==> src/rtl/hrp_pkg.sv <==
// Shared types and constants for the HEX record parser.
// Depends on nothing; the design modules and the testbench import it.
package hrp_pkg;

  // Record start character
  localparam logic [7:0] COLON_CHAR = 8'h3A;

  // Result codes
  typedef enum logic [2:0] {
    KIND_DATA    = 3'd0,
    KIND_SUM_OK  = 3'd1,
    KIND_SUM_BAD = 3'd2,
    KIND_BAD_HEX = 3'd3,
    KIND_END     = 3'd4
  } kind_e;

  // One result transaction with its valid flag, parser to output stage
  typedef struct packed {
    logic        valid;
    kind_e       kind;
    logic [7:0]  data_byte;
    logic [15:0] byte_address;
    logic [7:0]  record_type;
  } result_t;

endpackage

==> src/rtl/hrp_if.sv <==
// Valid/ready channel interfaces for the HEX record parser.
// Character input channel and result output channel; no dependencies.
interface hrp_char_if;
  logic       valid;
  logic       ready;
  logic [7:0] char_code;

  modport source (output valid, output char_code, input ready);
  modport sink   (input valid, input char_code, output ready);
endinterface

interface hrp_result_if;
  logic        valid;
  logic        ready;
  logic [2:0]  kind;
  logic [7:0]  data_byte;
  logic [15:0] byte_address;
  logic [7:0]  record_type;

  modport source (output valid, output kind, output data_byte, output byte_address,
                  output record_type, input ready);
  modport sink   (input valid, input kind, input data_byte, input byte_address,
                  input record_type, output ready);
endinterface

==> src/rtl/hex_record_parser_checksum.sv <==
// Top level of the Intel HEX record parser with checksum check.
// Depends on hrp_pkg, hrp_if, hrp_parser and hrp_out_stage.
//
// Usage:
//   char_i carries one ASCII character per transaction. result_o carries
//   at most one result per character: a data byte with its address and
//   record type, a checksum verdict, a bad hex digit or stream end.
//   Characters that complete nothing (colon, first digits of a field,
//   separator) give no result.
// Timing:
//   A character is taken into an input register, parsed by the parser and
//   its result lands in the result register, from which it is offered on
//   result_o. One character per cycle is sustained while result_o does
//   not stall; the parser updates its state for each character between
//   the input and result registers.
// Reset:
//   All parser state clears and the block waits for a colon; both
//   registers are emptied.
// Stall:
//   While a result waits on result_o the parser holds; at most one
//   character waits in the input register, and char_i.ready is low while
//   it is full and the parser holds.
module hex_record_parser_checksum (
  input  logic          clk_i,
  input  logic          rst_ni,
  hrp_char_if.sink      char_i,
  hrp_result_if.source  result_o
);
  import hrp_pkg::*;

  logic       in_valid_q, in_valid_d;
  logic [7:0] char_q;
  logic       stage_ready;
  logic       fire;
  result_t    res;

  // Input register control
  assign fire         = in_valid_q && stage_ready;
  assign char_i.ready = !in_valid_q || fire;
  assign in_valid_d   = char_i.ready ? char_i.valid : in_valid_q;

  always_ff @(posedge clk_i or negedge rst_ni) begin
    if (!rst_ni) begin
      in_valid_q <= 1'b0;
    end else begin
      in_valid_q <= in_valid_d;
    end
  end

  always_ff @(posedge clk_i) begin
    if (char_i.valid && char_i.ready) begin
      char_q <= char_i.char_code;
    end
  end

  hrp_parser u_parser (
    .clk_i  (clk_i),
    .rst_ni (rst_ni),
    .fire_i (fire),
    .char_i (char_q),
    .res_o  (res)
  );

  hrp_out_stage u_out_stage (
    .clk_i   (clk_i),
    .rst_ni  (rst_ni),
    .res_i   (res),
    .ready_o (stage_ready),
    .out_o   (result_o)
  );

endmodule

==> src/rtl/hrp_parser.sv <==
// Record parser: phase state machine, field assembly and checksum.
// Depends on hrp_pkg; result is combinational from state and character.
module hrp_parser (
  input  logic             clk_i,
  input  logic             rst_ni,
  input  logic             fire_i,
  input  logic [7:0]       char_i,
  output hrp_pkg::result_t res_o
);
  import hrp_pkg::*;

  typedef enum logic [2:0] {
    PH_WAIT = 3'd0,
    PH_LEN  = 3'd1,
    PH_ADDR = 3'd2,
    PH_TYPE = 3'd3,
    PH_DATA = 3'd4,
    PH_CSUM = 3'd5,
    PH_SEP  = 3'd6,
    PH_STOP = 3'd7
  } phase_e;

  phase_e      phase_q, phase_d;
  logic [1:0]  digit_cnt_q, digit_cnt_d;
  logic [15:0] field_q, field_d;
  logic [7:0]  len_q, len_d;
  logic [15:0] addr_q, addr_d;
  logic [7:0]  type_q, type_d;
  logic [7:0]  idx_q, idx_d;
  logic [7:0]  sum_q, sum_d;

  logic        is_hex;
  logic [3:0]  nibble;
  logic [15:0] field_next;
  logic        field_done;
  logic [7:0]  idx_next;
  logic [7:0]  csum_total;

  // Hex digit decode
  always_comb begin
    is_hex = 1'b1;
    nibble = 4'd0;
    if (char_i inside {[8'h30:8'h39]}) begin
      nibble = 4'(char_i - 8'h30);
    end else if (char_i inside {[8'h61:8'h66]}) begin
      nibble = 4'(char_i - 8'h61 + 8'd10);
    end else if (char_i inside {[8'h41:8'h46]}) begin
      nibble = 4'(char_i - 8'h41 + 8'd10);
    end else begin
      is_hex = 1'b0;
    end
  end

  assign field_next = {field_q[11:0], nibble};
  assign field_done = (phase_q == PH_ADDR) ? (digit_cnt_q == 2'd3) : (digit_cnt_q == 2'd1);
  assign idx_next   = idx_q + 8'd1;
  assign csum_total = sum_q + field_next[7:0];

  // Next state and result
  always_comb begin
    phase_d     = phase_q;
    digit_cnt_d = digit_cnt_q;
    field_d     = field_q;
    len_d       = len_q;
    addr_d      = addr_q;
    type_d      = type_q;
    idx_d       = idx_q;
    sum_d       = sum_q;
    res_o       = '{valid: 1'b0, kind: KIND_DATA, data_byte: 8'd0,
                    byte_address: 16'd0, record_type: 8'd0};

    if (fire_i) begin
      case (phase_q)
        PH_STOP: begin
        end
        PH_WAIT: begin
          if (char_i == COLON_CHAR) begin
            phase_d     = PH_LEN;
            digit_cnt_d = 2'd0;
            field_d     = 16'd0;
            sum_d       = 8'd0;
          end else begin
            phase_d    = PH_STOP;
            res_o.valid = 1'b1;
            res_o.kind  = KIND_END;
          end
        end
        PH_SEP: begin
          phase_d = PH_WAIT;
        end
        default: begin
          if (!is_hex) begin
            phase_d     = PH_STOP;
            res_o.valid = 1'b1;
            res_o.kind  = KIND_BAD_HEX;
          end else if (!field_done) begin
            field_d     = field_next;
            digit_cnt_d = digit_cnt_q + 2'd1;
          end else begin
            field_d     = 16'd0;
            digit_cnt_d = 2'd0;
            case (phase_q)
              PH_LEN: begin
                len_d   = field_next[7:0];
                sum_d   = sum_q + field_next[7:0];
                phase_d = PH_ADDR;
              end
              PH_ADDR: begin
                addr_d  = field_next;
                sum_d   = sum_q + field_next[15:8] + field_next[7:0];
                phase_d = PH_TYPE;
              end
              PH_TYPE: begin
                type_d = field_next[7:0];
                sum_d  = sum_q + field_next[7:0];
                if (len_q == 8'd0) begin
                  // empty record marks end of stream
                  phase_d           = PH_STOP;
                  res_o.valid       = 1'b1;
                  res_o.kind        = KIND_END;
                  res_o.record_type = field_next[7:0];
                end else begin
                  idx_d   = 8'd0;
                  phase_d = PH_DATA;
                end
              end
              PH_DATA: begin
                sum_d              = sum_q + field_next[7:0];
                idx_d              = idx_next;
                res_o.valid        = 1'b1;
                res_o.kind         = KIND_DATA;
                res_o.data_byte    = field_next[7:0];
                res_o.byte_address = addr_q + {8'd0, idx_q};
                res_o.record_type  = type_q;
                if (idx_next == len_q) begin
                  phase_d = PH_CSUM;
                end
              end
              default: begin
                // checksum field
                res_o.valid       = 1'b1;
                res_o.record_type = type_q;
                if (csum_total == 8'd0) begin
                  phase_d    = PH_SEP;
                  res_o.kind = KIND_SUM_OK;
                end else begin
                  phase_d    = PH_STOP;
                  res_o.kind = KIND_SUM_BAD;
                end
              end
            endcase
          end
        end
      endcase
    end
  end

  // Parser state
  always_ff @(posedge clk_i or negedge rst_ni) begin
    if (!rst_ni) begin
      phase_q     <= PH_WAIT;
      digit_cnt_q <= 2'd0;
      field_q     <= 16'd0;
      len_q       <= 8'd0;
      addr_q      <= 16'd0;
      type_q      <= 8'd0;
      idx_q       <= 8'd0;
      sum_q       <= 8'd0;
    end else begin
      phase_q     <= phase_d;
      digit_cnt_q <= digit_cnt_d;
      field_q     <= field_d;
      len_q       <= len_d;
      addr_q      <= addr_d;
      type_q      <= type_d;
      idx_q       <= idx_d;
      sum_q       <= sum_d;
    end
  end

  // Once stopped, the parser never leaves the stopped phase
  a_stop_sticky: assert property (@(posedge clk_i) disable iff (!rst_ni)
    phase_q == PH_STOP |=> phase_q == PH_STOP)
    else $error("parser left stopped phase");

  // Only the address field counts past two digits; a bad digit there freezes the count
  a_digit_cnt: assert property (@(posedge clk_i) disable iff (!rst_ni)
    digit_cnt_q[1] |-> (phase_q == PH_ADDR || phase_q == PH_STOP))
    else $error("digit count too large outside address field");

  // A result is only ever produced for a processed character
  a_res_fire: assert property (@(posedge clk_i) disable iff (!rst_ni)
    res_o.valid |-> fire_i && phase_q != PH_STOP && phase_q != PH_SEP)
    else $error("result without a processed character");

endmodule

==> src/rtl/hrp_out_stage.sv <==
// Result register between the parser and the output channel.
// Depends on hrp_pkg and hrp_result_if.
module hrp_out_stage (
  input  logic             clk_i,
  input  logic             rst_ni,
  input  hrp_pkg::result_t res_i,
  output logic             ready_o,
  hrp_result_if.source     out_o
);
  import hrp_pkg::*;

  logic    valid_q, valid_d;
  result_t data_q;

  // Room when empty or the held transaction leaves this cycle
  assign ready_o = !valid_q || out_o.ready;
  assign valid_d = res_i.valid ? 1'b1 : (valid_q && !out_o.ready);

  always_ff @(posedge clk_i or negedge rst_ni) begin
    if (!rst_ni) begin
      valid_q <= 1'b0;
    end else begin
      valid_q <= valid_d;
    end
  end

  // Payload register, loaded only when a new result arrives
  always_ff @(posedge clk_i) begin
    if (res_i.valid) begin
      data_q <= res_i;
    end
  end

  assign out_o.valid        = valid_q;
  assign out_o.kind         = data_q.kind;
  assign out_o.data_byte    = data_q.data_byte;
  assign out_o.byte_address = data_q.byte_address;
  assign out_o.record_type  = data_q.record_type;

  // Never overwrite a result that is still waiting
  a_no_overwrite: assert property (@(posedge clk_i) disable iff (!rst_ni)
    res_i.valid |-> ready_o)
    else $error("result register overwritten while full");

  // Register only empties through a completed transaction
  a_drain: assert property (@(posedge clk_i) disable iff (!rst_ni)
    $fell(valid_q) |-> $past(out_o.ready))
    else $error("result dropped without transaction");

endmodule

==> src/flat_wrapper.sv <==
// flat-port wrapper written by rule: the top's interface ports become plain ports
module hex_record_parser_checksum_flat import hrp_pkg::*;
  (clk_i, rst_ni, char_i_valid, char_i_char_code, char_i_ready, result_o_valid, result_o_kind, result_o_data_byte, result_o_byte_address, result_o_record_type, result_o_ready);
  hrp_char_if char_i_i ();
  hrp_result_if result_o_i ();
  input  logic clk_i;
  input  logic rst_ni;
  input wire logic [$bits(char_i_i.valid)-1:0] char_i_valid;
  input wire logic [$bits(char_i_i.char_code)-1:0] char_i_char_code;
  output wire logic [$bits(char_i_i.ready)-1:0] char_i_ready;
  output wire logic [$bits(result_o_i.valid)-1:0] result_o_valid;
  output wire logic [$bits(result_o_i.kind)-1:0] result_o_kind;
  output wire logic [$bits(result_o_i.data_byte)-1:0] result_o_data_byte;
  output wire logic [$bits(result_o_i.byte_address)-1:0] result_o_byte_address;
  output wire logic [$bits(result_o_i.record_type)-1:0] result_o_record_type;
  input wire logic [$bits(result_o_i.ready)-1:0] result_o_ready;
  assign char_i_i.valid = char_i_valid;
  assign char_i_i.char_code = char_i_char_code;
  assign char_i_ready = char_i_i.ready;
  assign result_o_valid = result_o_i.valid;
  assign result_o_kind = result_o_i.kind;
  assign result_o_data_byte = result_o_i.data_byte;
  assign result_o_byte_address = result_o_i.byte_address;
  assign result_o_record_type = result_o_i.record_type;
  assign result_o_i.ready = result_o_ready;
  hex_record_parser_checksum u_core (.clk_i(clk_i), .rst_ni(rst_ni), .char_i(char_i_i), .result_o(result_o_i));
endmodule
==> config.mk <==
export PLATFORM = sky130hd
export DESIGN_NAME = hex_record_parser_checksum_flat
export DESIGN_NICKNAME = d
export VERILOG_FILES = /design/src/rtl/hrp_pkg.sv /design/src/rtl/hrp_if.sv /design/src/rtl/hex_record_parser_checksum.sv /design/src/rtl/hrp_parser.sv /design/src/rtl/hrp_out_stage.sv /design/src/flat_wrapper.sv
export SDC_FILE = /design/constraint.sdc
export NUM_CORES = 1
export LEC_CHECK = 0
export BUFFER_PORTS_ARGS = -buffer_cell sky130_fd_sc_hd__buf_2
export CAP_MARGIN = 20
export CORE_MARGIN = 3
export CORE_UTILIZATION = 60
export DETAILED_ROUTE_END_ITERATION = 12
export PLACE_DENSITY = 0.77
export SLEW_MARGIN = 20
export SYNTH_ARGS = -nofsm -noshare
export SYNTH_HDL_FRONTEND = slang
export SYNTH_SLANG_ARGS = --single-unit
==> constraint.sdc <==
create_clock -name clk_i -period 5.55 [get_ports clk_i]
set_input_delay 1.11 -clock clk_i [delete_from_list [all_inputs] [get_ports clk_i]]
set_output_delay 1.11 -clock clk_i [all_outputs]
set_load 0.01 [all_outputs]
==> results of run 1 <==
[flip-flops by register name (all words and copies together) (netlist names)]
register and count:
u_core.char_q 8, u_core.in_valid_q 1, u_core.u_out_stage.out_o.byte_address 16, u_core.u_out_stage.out_o.data_byte 8, u_core.u_out_stage.out_o.kind 3, u_core.u_out_stage.out_o.record_type 8
u_core.u_out_stage.out_o.valid 1, u_core.u_parser.addr_q 16, u_core.u_parser.digit_cnt_q 2, u_core.u_parser.field_q 12, u_core.u_parser.idx_q 8, u_core.u_parser.len_q 8
u_core.u_parser.phase_q 3, u_core.u_parser.sum_q 8, u_core.u_parser.type_q 8
[path summary, 6_finish.rpt]
check | start | to | slack [ns] | cells past startpoint
min reg2reg | u_core.u_parser.type_q[4] | u_core.u_parser.type_q[4] | 0.52 | 1
max | u_core.char_q[0] | u_core.u_parser.phase_q[0] | 1.03 | 16
max in group asynchronous | rst_ni | u_core.u_parser.field_q[10] | 4.07 | 2
min | u_core.u_parser.type_q[4] | u_core.u_parser.type_q[4] | 0.52 | 1
min in group asynchronous | rst_ni | u_core.in_valid_q | 0.90 | 2
max reg2reg | u_core.char_q[0] | u_core.u_parser.phase_q[0] | 1.03 | 16
[cell type report]
cell class	count	area, um^2
fill	762	3170
multi-input combinational	402	2990
sequential	110	2970
timing repair buffer	54	305
tap	133	166
clock buffer	10	128
inverter	34	128
clock inverter	6	47.5
[kinds of logic after synthesis]
family / after synthesis / share of synthesized area
buf+inv: 55 / 0.0425
simple gates: 159 / 0.137
fa+ha+maj: 37 / 0.0863
xor+xnor: 32 / 0.0451
flops: 110 / 0.478
mux: 31 / 0.0554
compound gates: 143 / 0.156
[cell usage in the layout, fill, tap and decap left out, types with 4 or more instances in the layout]
| cell | count |
|---|---|
| fa_1 | 10 |
| nand2b_1 | 9 |
| inv_1 | 34 |
| nand2_1 | 29 |
| and2_1 | 6 |
| edfxtp_1 | 43 |
| buf_4 | 5 |
| mux2_2 | 27 |
| buf_2 | 48 |
| or3_1 | 6 |
| and3_1 | 5 |
| o21ai_0 | 31 |
| xnor2_1 | 25 |
| xor2_1 | 7 |
| a211oi_1 | 5 |
| a22o_1 | 21 |
| nor2_1 | 47 |
| clkbuf_8 | 9 |
| o21a_1 | 7 |
| nor2b_1 | 13 |
| a21oi_1 | 32 |
| a31oi_1 | 5 |
| mux2i_1 | 4 |
| nand3_1 | 10 |
| o2bb2ai_1 | 8 |
| or4_1 | 6 |
| a21o_1 | 6 |
| ha_1 | 26 |
| dfrtp_1 | 67 |
| nor3_1 | 8 |
[layer usage]
layer  GRT usage  routed length (um)  up-vias
li1            -                   -     2137
met1       0.353                6030     2190
met2       0.384                6430      159
met3      0.0306                 613       31
met4      0.0830                 294        0
met5           0                   0        -
[power by group through the flow]
stage          logic, mW  clock network [mW]  registers [mW]
6_report          0.0480               0.453           0.853
4_1_cts           0.0486               0.460           0.853
3_5_place_dp      0.0484                   0           0.870
2_1_floorplan     0.0274                   0           0.868
3_3_place_gp      0.0462                   0           0.869
5_1_grt           0.0544               0.493           0.855
[metrics by stage]
step / setup slack [ns] / cells / total power [mW]
after detailed placement: 1.07 / 732 / 0.919
after CTS: 1.05 / 748 / 1.36
after global placement: 1.36 / 732 / 0.916
final: 1.03 / 749 / 1.35
after floorplan: 1.55 / 567 / 0.895
after global routing: 0.741 / 749 / 1.40
==> run metrics, run 1 <==
status=completed; Crit path max-delay family=simple AND/OR/NAND/NOR gates; post-route setup TNS=0 ns; CP max stage cell=or4_2; die height=~110 um; critical path, cell by cell=inv_1, ha_1, o21bai_1, a21oi_4, nor2b_1, buf_4, nor2_1, inv_1, fa_1, nor2b_1, o31a_1, a21oi_1, or3_1, or4_1, or4_2, o21a_1; Post-Synthesis Cells=567; Die ar.=approximately 0.012 mm^2; FP Rows=36; HPWL Detailed=9.66 mm; VDD IR max=between 0.1 and 0.15 mV; GRT Total Usage=0.244; CTS tree=yes; register area share after synthesis=0.478; PwrDens=between 200 and 250 mW/mm^2; later-pin clock latency in the skew report=between 0.3 and 0.4 ns; Slew Viols, Final=0; CTS Buf Count=9; Initial Util=0.627; switching share of total power=0.239; Die X=108 um; vias per cell=6.03; Max-slew headroom=0.337; Post-Syn Nets=approximately 600; post-synth top area share=0.270; Buf/Inv on CP=3; ANT nets after route=0; Clock Sink Count=110; fraction of registers with async set/reset=0.609; register share of total power=0.630; Layout area overhead=8.50%; Net Sw Power=323 uW; final hold vios=0; area of the core=0.00991 mm^2; Worst setup SP type=flip-flop; final instance area=about 0.0067 mm^2; post-route minimum period=4.52 ns; Critical Path Max Stage Delay=0.58 ns; Root Driver=clkbuf_8; final setup violation count=0; crit path kind=reg2reg; final design utilization=0.680; FMAX=221 MHz; most common library cells after synthesis=67 x dfrtp_1, 47 x nor2_1, 43 x edfxtp_1; power share of the combinational group=0.035; Post-DP Area=0.00653 mm^2; Synth Register Bits=110; Int Pwr=1.03 mW; cell taking the most area after synthesis=dfrtp_1; number of global-route vias before repair=4,365; share of post-route cells with drive strength above 1=0.183; Port Buffers=48; Worst Tran Pin Value=slightly below 1 ns; leakage=2.98 nW; routed wire length=13.4 mm; CP endpoint kind=flip-flop; fin crit share=0.815; initial antenna violation count=0; number of vias in the routed layout=4,517; Yosys warnings=0; Crit Path Max Fanout=18; Clock power frac=0.334; post-CTS sizing=0; pin count of the biggest net entering global routing=68; CTS Buffer Depth=2; Crit path arrival time=4.80 ns; max_cap viols=0; synthesized cell area=0.00621 mm^2; Setup Skew=~0.0083 ns; Final Hold Slack=0.522 ns; most common flop cell mapped by yosys=dfrtp_1; Clock transition at path regs=0.11 ns; Post-CTS Hold Buffers=0; total grt overflow=0; wire per inst=17.8 um; DRC Markers=0; H-Tree Depth=3; worst min path class=reg2reg; gpl congestion=0.954; number of synthesized flops with an enable pin=43; Ports=49; synth unique cells=64; ranking of synthesized cells by area=dfrtp_1 27%, edfxtp_1 21%, ha_1 5.2%; DRT Pass-1 Iters=5; initial DRC count=220; # Post-CTS Setup Buffers=0; count leader, synth=dfrtp_1; Final #Nets=659; first-pass GRT wire length=22.2 mm; unrepaired setup endpoints after global routing=no; Worst Path Required=5.82 ns; diodes inserted=0; syn_area_per_cell=10.9 um^2
Note: power is estimated with default switching activity, not from simulation.
==> inputs of run 2 (changes only) <==
==> constraint.sdc (replaced) <==
create_clock -name clk_i -period 4.25 [get_ports clk_i]
set_input_delay 0.85 -clock clk_i [delete_from_list [all_inputs] [get_ports clk_i]]
set_output_delay 0.85 -clock clk_i [all_outputs]
set_load 0.01 [all_outputs]
==> run metrics, run 2 (same netlist as run 1, synthesis figures left out) <==
status=completed; Multi-input gate area=just over 0.003 mm^2; Reg area=~0.0030 mm^2; DRT Pass-1 Iters=7; Clock transition at path regs=0.11 ns; Net Sw Power=443 uW; Placed Instances=736; Clock power frac=0.341; fin crit share=0.958; Post-CTS Hold Buffers=0; PwrDens=264 mW/mm^2; Crit. path cell count=14; Crit path max-delay family=simple AND/OR/NAND/NOR gates; share of post-route cells with drive strength above 1=0.216; Worst Path Required=4.53 ns; CP endpoint kind=flip-flop; Final #Nets=668; pin count of the biggest net entering global routing=48; Slew Viols, Final=0; diodes inserted=0; number of global-route vias before repair=4,490; final hold vios=0; worst flop-to-flop path endpoint=u_core.u_parser.phase_q[0]; Die X=around 110 um; unrepaired setup endpoints after global routing=no; Worst R2R Start=u_core.char_q[7]; Buf/Inv on CP=1; Post-DP Area=0.00656 mm^2; most frequent cells in the layout=67 x dfrtp_1, 47 x buf_2, 45 x nor2_1; max_cap viols=0; wire per inst=17.4 um; CP max stage cell=or4_2; VDD IR max=0.205 mV; CTS Buf Count=9; Die ar.=0.0116 mm^2; Port Buffers=48; Worst Tran Pin Value=0.962 ns; number of vias in the routed layout=4,507; routed wire length=13.2 mm; Final Hold Slack=0.459 ns; die height=108 um; Setup Skew=0.0127 ns; Clock Sink Count=110; initial antenna violation count=0; power share of the combinational group=0.043; Tot Pwr=1.81 mW; worst min path class=in2async; final instance area=a little under 0.007 mm^2; Initial Util=0.627; final design utilization=0.691; crit path kind=reg2reg; Crit Path Max Fanout=6; Crit path arrival time=about 4.4 ns; DRC Markers=0; Worst Reg2Reg Path Length in Cells=14; commonest non-fill, non-tap cell in the layout=dfrtp_1; GRT Total Usage=0.241; CTS Buffer Depth=2; FF-to-FF setup slack=0.18 ns; FMAX=around 250 MHz; Worst setup SP type=flip-flop; Root Driver=clkbuf_8; H-Tree Depth=3; critical path, cell by cell=nor4b_2, o311ai_2, or2b_4, and2_4, ha_2, inv_1, fa_2, nor2b_2, o31a_1, a21oi_1, or3_1, or4_4, or4_2, o21a_1; later-pin clock latency in the skew report=0.38 ns; Max-slew headroom=0.358; vias per cell=5.95; ANT nets after route=0; gpl congestion=about 0.94; HPWL Detailed=9.40 mm; post-route minimum period=4.07 ns; Ports=49; switching share of total power=0.245; leakage=3.04 nW; final setup violation count=0; first-pass GRT wire length=21.8 mm; Int Pwr=1.36 mW; register share of total power=0.616; Critical Path Max Stage Delay=0.55 ns; CTS tree=yes; initial DRC count=230; final std cells w/o fill=758; fillcell total=750; total grt overflow=0; FP Rows=36; Layout area overhead=10.3%; area of the core=around 0.0099 mm^2
run 2: changes by cell type in the layout (fill, tap and decap cells not counted), sizes merged:
cell / previous run / this run
buf: 54 / 63
inv: 36 / 38
clkbuf: 10 / 9
clkinvlp: 1 / 0
run 2: layer usage:
metal / routed length, um / vias to the layer above / part of all wire / GRT usage
li1: - / 2152 / - / -
met1: 5880 / 2179 / 0.45 / 0.328
met2: 6200 / 147 / 0.47 / 0.395
met3: 771 / 29 / 0.059 / 0.0348
met4: 333 / 0 / 0.025 / 0.0839
met5: 0 / - / 0 / 0
run 2: worst register-to-register path, delay by kind of cell (launching register included):
kind            cells  cell delay [ns]
simple gates        7             2.37
flops               1             0.42
buf+inv             1             0.06
fa+ha+maj           2             0.56
compound gates      4             0.57
run 2: worst max path at each step:
stage,startpoint,endpoint,slack [ns]
2_1_floorplan,u_core.char_q[0],u_core.u_parser.phase_q[0],0.25
3_3_place_gp,u_core.char_q[0],u_core.u_parser.phase_q[0],0.18
3_5_place_dp,u_core.char_q[0],u_core.u_parser.phase_q[0],-0.03
4_1_cts,u_core.char_q[0],u_core.u_parser.phase_q[0],0.05
5_1_grt,u_core.char_q[0],u_core.u_parser.phase_q[0],0.003
6_report,u_core.char_q[7],u_core.u_parser.phase_q[0],0.18
run 2: metrics by stage:
stage / TNS, ns / setup slack [ns]
after detailed placement: -0.0343 / -0.0343
final: 0 / 0.180
after global routing: 0 / 0.00293
after global placement: 0 / 0.182
after CTS: 0 / 0.0456
after floorplan: 0 / 0.246
run 2: power groups by stage:
stage               sequential [mW]  clock [mW]  combinational [mW]
floorplan                      1.13           0              0.0358
global placement               1.13           0              0.0632
detailed placement             1.14           0              0.0661
global route                   1.11       0.671              0.0857
CTS                            1.11       0.622              0.0696
finish                         1.11       0.616              0.0770
run 2: area by class of cell:
cell class	count	share of cell area
Timing Repair Buffer	63	0.0519
Sequential cell	110	0.433
Inverter	34	0.0186
Clock inverter	7	0.00914
Multi-Input combinational cell	402	0.444
Tap cell	133	0.0243
Clock buffer	9	0.0181
run 2: what timing repair did:
action | CTS | global route
resized for setup | 1 | 14
buffers inserted | 2 | 4
pin swaps | 0 | 3
endpoints found under the setup margin | 1 | 2
==> inputs of run 3 (changes only) <==
--- a/config.mk
+++ b/config.mk
@@ -10,7 +10,7 @@
 export CORE_MARGIN = 3
 export CORE_UTILIZATION = 60
 export DETAILED_ROUTE_END_ITERATION = 12
-export PLACE_DENSITY = 0.77
+export PLACE_DENSITY_LB_ADDON = 0.25
 export SLEW_MARGIN = 20
 export SYNTH_ARGS = -nofsm -noshare
 export SYNTH_HDL_FRONTEND = slang
==> run metrics, run 3 (same netlist as run 1, synthesis figures left out) <==
CTS Buf Count=9; status=completed; final hold vios=0; fillcell total=724; unrepaired setup endpoints after global routing=no; Int Pwr=~1.5 mW; Net Sw Power=around 410 uW; Final #Nets=~670; FP Rows=36; Post-CTS Hold Buffers=0; worst min path class=reg2reg; register share of total power=0.568; later-pin clock latency in the skew report=approximately 0.37 ns; Final Hold Slack=0.517 ns; most frequent cells in the layout=67 x dfrtp_1, 48 x buf_2, 46 x nor2_1; CTS tree=yes; FMAX=~240 MHz; CP startpoint=u_core.char_q[0]; Min-Delay Startpoint=u_core.u_parser.type_q[5]; Worst Tran Pin Value=1.01 ns; Worst path most repeated cell=ha_1; CTS Buffer Depth=2; Worst setup SP type=flip-flop; wire per inst=roughly 17 um; number of vias in the routed layout=between 4,000 and 5,000; die height=108 um; diodes inserted=0; post-route minimum period=4.09 ns; leakage=3.06 nW; Post-DP Area=between 0.006 and 0.007 mm^2; initial DRC count=179; commonest non-fill, non-tap cell in the layout=dfrtp_1; fin crit share=0.963; H-Tree Depth=3; post-route setup TNS=0 ns; share of post-route cells with drive strength above 1=0.208; initial antenna violation count=0; routed wire length=13.0 mm; Crit path arrival time=4.35 ns; Die ar.=around 0.012 mm^2; Clock Sink Count=110; Max-slew headroom=0.323; vias per cell=5.96; critical path, cell by cell=inv_1, ha_1, o21bai_2, a21oi_4, buf_4, nor2b_1, xnor2_1, nor2_1, ha_1, nor2b_2, o31a_1, o21ai_0, o2111ai_1, or4_4, or4_2, o21a_1; crit path kind=reg2reg; Clock power frac=0.393; gpl congestion=between 0.9 and 1; Layout area overhead=11.0%; HPWL Detailed=9.43 mm; pin count of the biggest net entering global routing=47; max_cap viols=0; Worst Path Required=4.51 ns; Final WS setup=0.157 ns; Buf/Inv on CP=2; Initial Util=0.627; Crit path max-delay family=simple AND/OR/NAND/NOR gates; Clock transition at path regs=0.10 ns; ANT nets after route=0; VDD IR max=0.163 mV; Setup Skew=0.0104 ns; PwrDens=284 mW/mm^2; Port Buffers=48; final setup violation count=0; switching share of total power=0.211; power share of the combinational group=0.039; CP max stage cell=or4_4; DRC Markers=0; Critical Path Max Stage Delay=approximately 0.56 ns; Place WS=-0.0190 ns; DRT Pass-1 Iters=4; total grt overflow=0; GRT Total Usage=0.236; Slew Viols, Final=0; Worst R2R Start=u_core.char_q[0]; number of global-route vias before repair=4,382; Root Driver=clkbuf_8; area of the core=0.00991 mm^2; final instance area=0.00689 mm^2; first-pass GRT wire length=about 22 mm; Die X=108 um; CP endpoint kind=flip-flop; Crit Path Max Fanout=5; Ports=49
## run 3: changes by cell type in the layout (fill, tap and decap cells not counted), sizes merged
| cell | previous run | this run |
|---|---|---|
| bufinv | 0 | 3 |
| clkinv | 3 | 0 |
| inv | 38 | 35 |
| clkbuf | 9 | 11 |
| buf | 63 | 64 |
| clkinvlp | 0 | 1 |
## run 3: metal layers
layer  part of all wire  track usage  routed length, um  up-vias
met2               0.48        0.377               6180      133
li1                   -            -                  -     2147
met4              0.020       0.0631                262        0
met5                  0            0                  0        -
met3              0.052       0.0468                675       21
met1               0.45        0.331               5880     2224
## run 3: final cells by class
type	count	area, um^2	share of cell area
clock buffers	11	141	0.0205
clock inverters	5	106	0.0154
inverters	34	128	0.0185
multi-input cells	402	3020	0.439
flip-flops and latches	110	2970	0.431
well taps	133	166	0.0241
repair buffers	64	360	0.0523
## run 3: path summary, 6_finish.rpt
check                                              to  slack [ns]  cells after the start
setup / recovery           u_core.u_parser.phase_q[0]        0.16                     16
hold / removal              u_core.u_parser.type_q[5]        0.52                      1
setup reg to reg           u_core.u_parser.phase_q[0]        0.16                     16
hold reg to reg             u_core.u_parser.type_q[5]        0.52                      1
max in group asynchronous    u_core.u_parser.sum_q[6]        2.73                      2
min in group asynchronous    u_core.u_parser.idx_q[0]        0.65                      1
## run 3: stage by stage
step | total power [mW] | util | std cells
final | 1.96 | 0.696 | 759
after global routing | 2.02 | 0.696 | 759
after CTS | 1.96 | 0.690 | 756
after detailed placement | 1.20 | 0.664 | 738
after global placement | 1.20 | 0.664 | 738
after floorplan | 1.17 | - | 567
## run 3: power by group through the flow
stage,clock [mW],combinational [mW],sequential (mW)
2_1_floorplan,0,0.0358,1.13
3_3_place_gp,0,0.0650,1.14
3_5_place_dp,0,0.0679,1.14
4_1_cts,0.777,0.0707,1.11
5_1_grt,0.825,0.0839,1.11
6_report,0.770,0.0757,1.11
## run 3: repair_timing
item                       CTS  global route
buffers inserted             2             3
gates resized for setup      0             9
pin swaps                    0             3
setup endpoints to repair    1             2
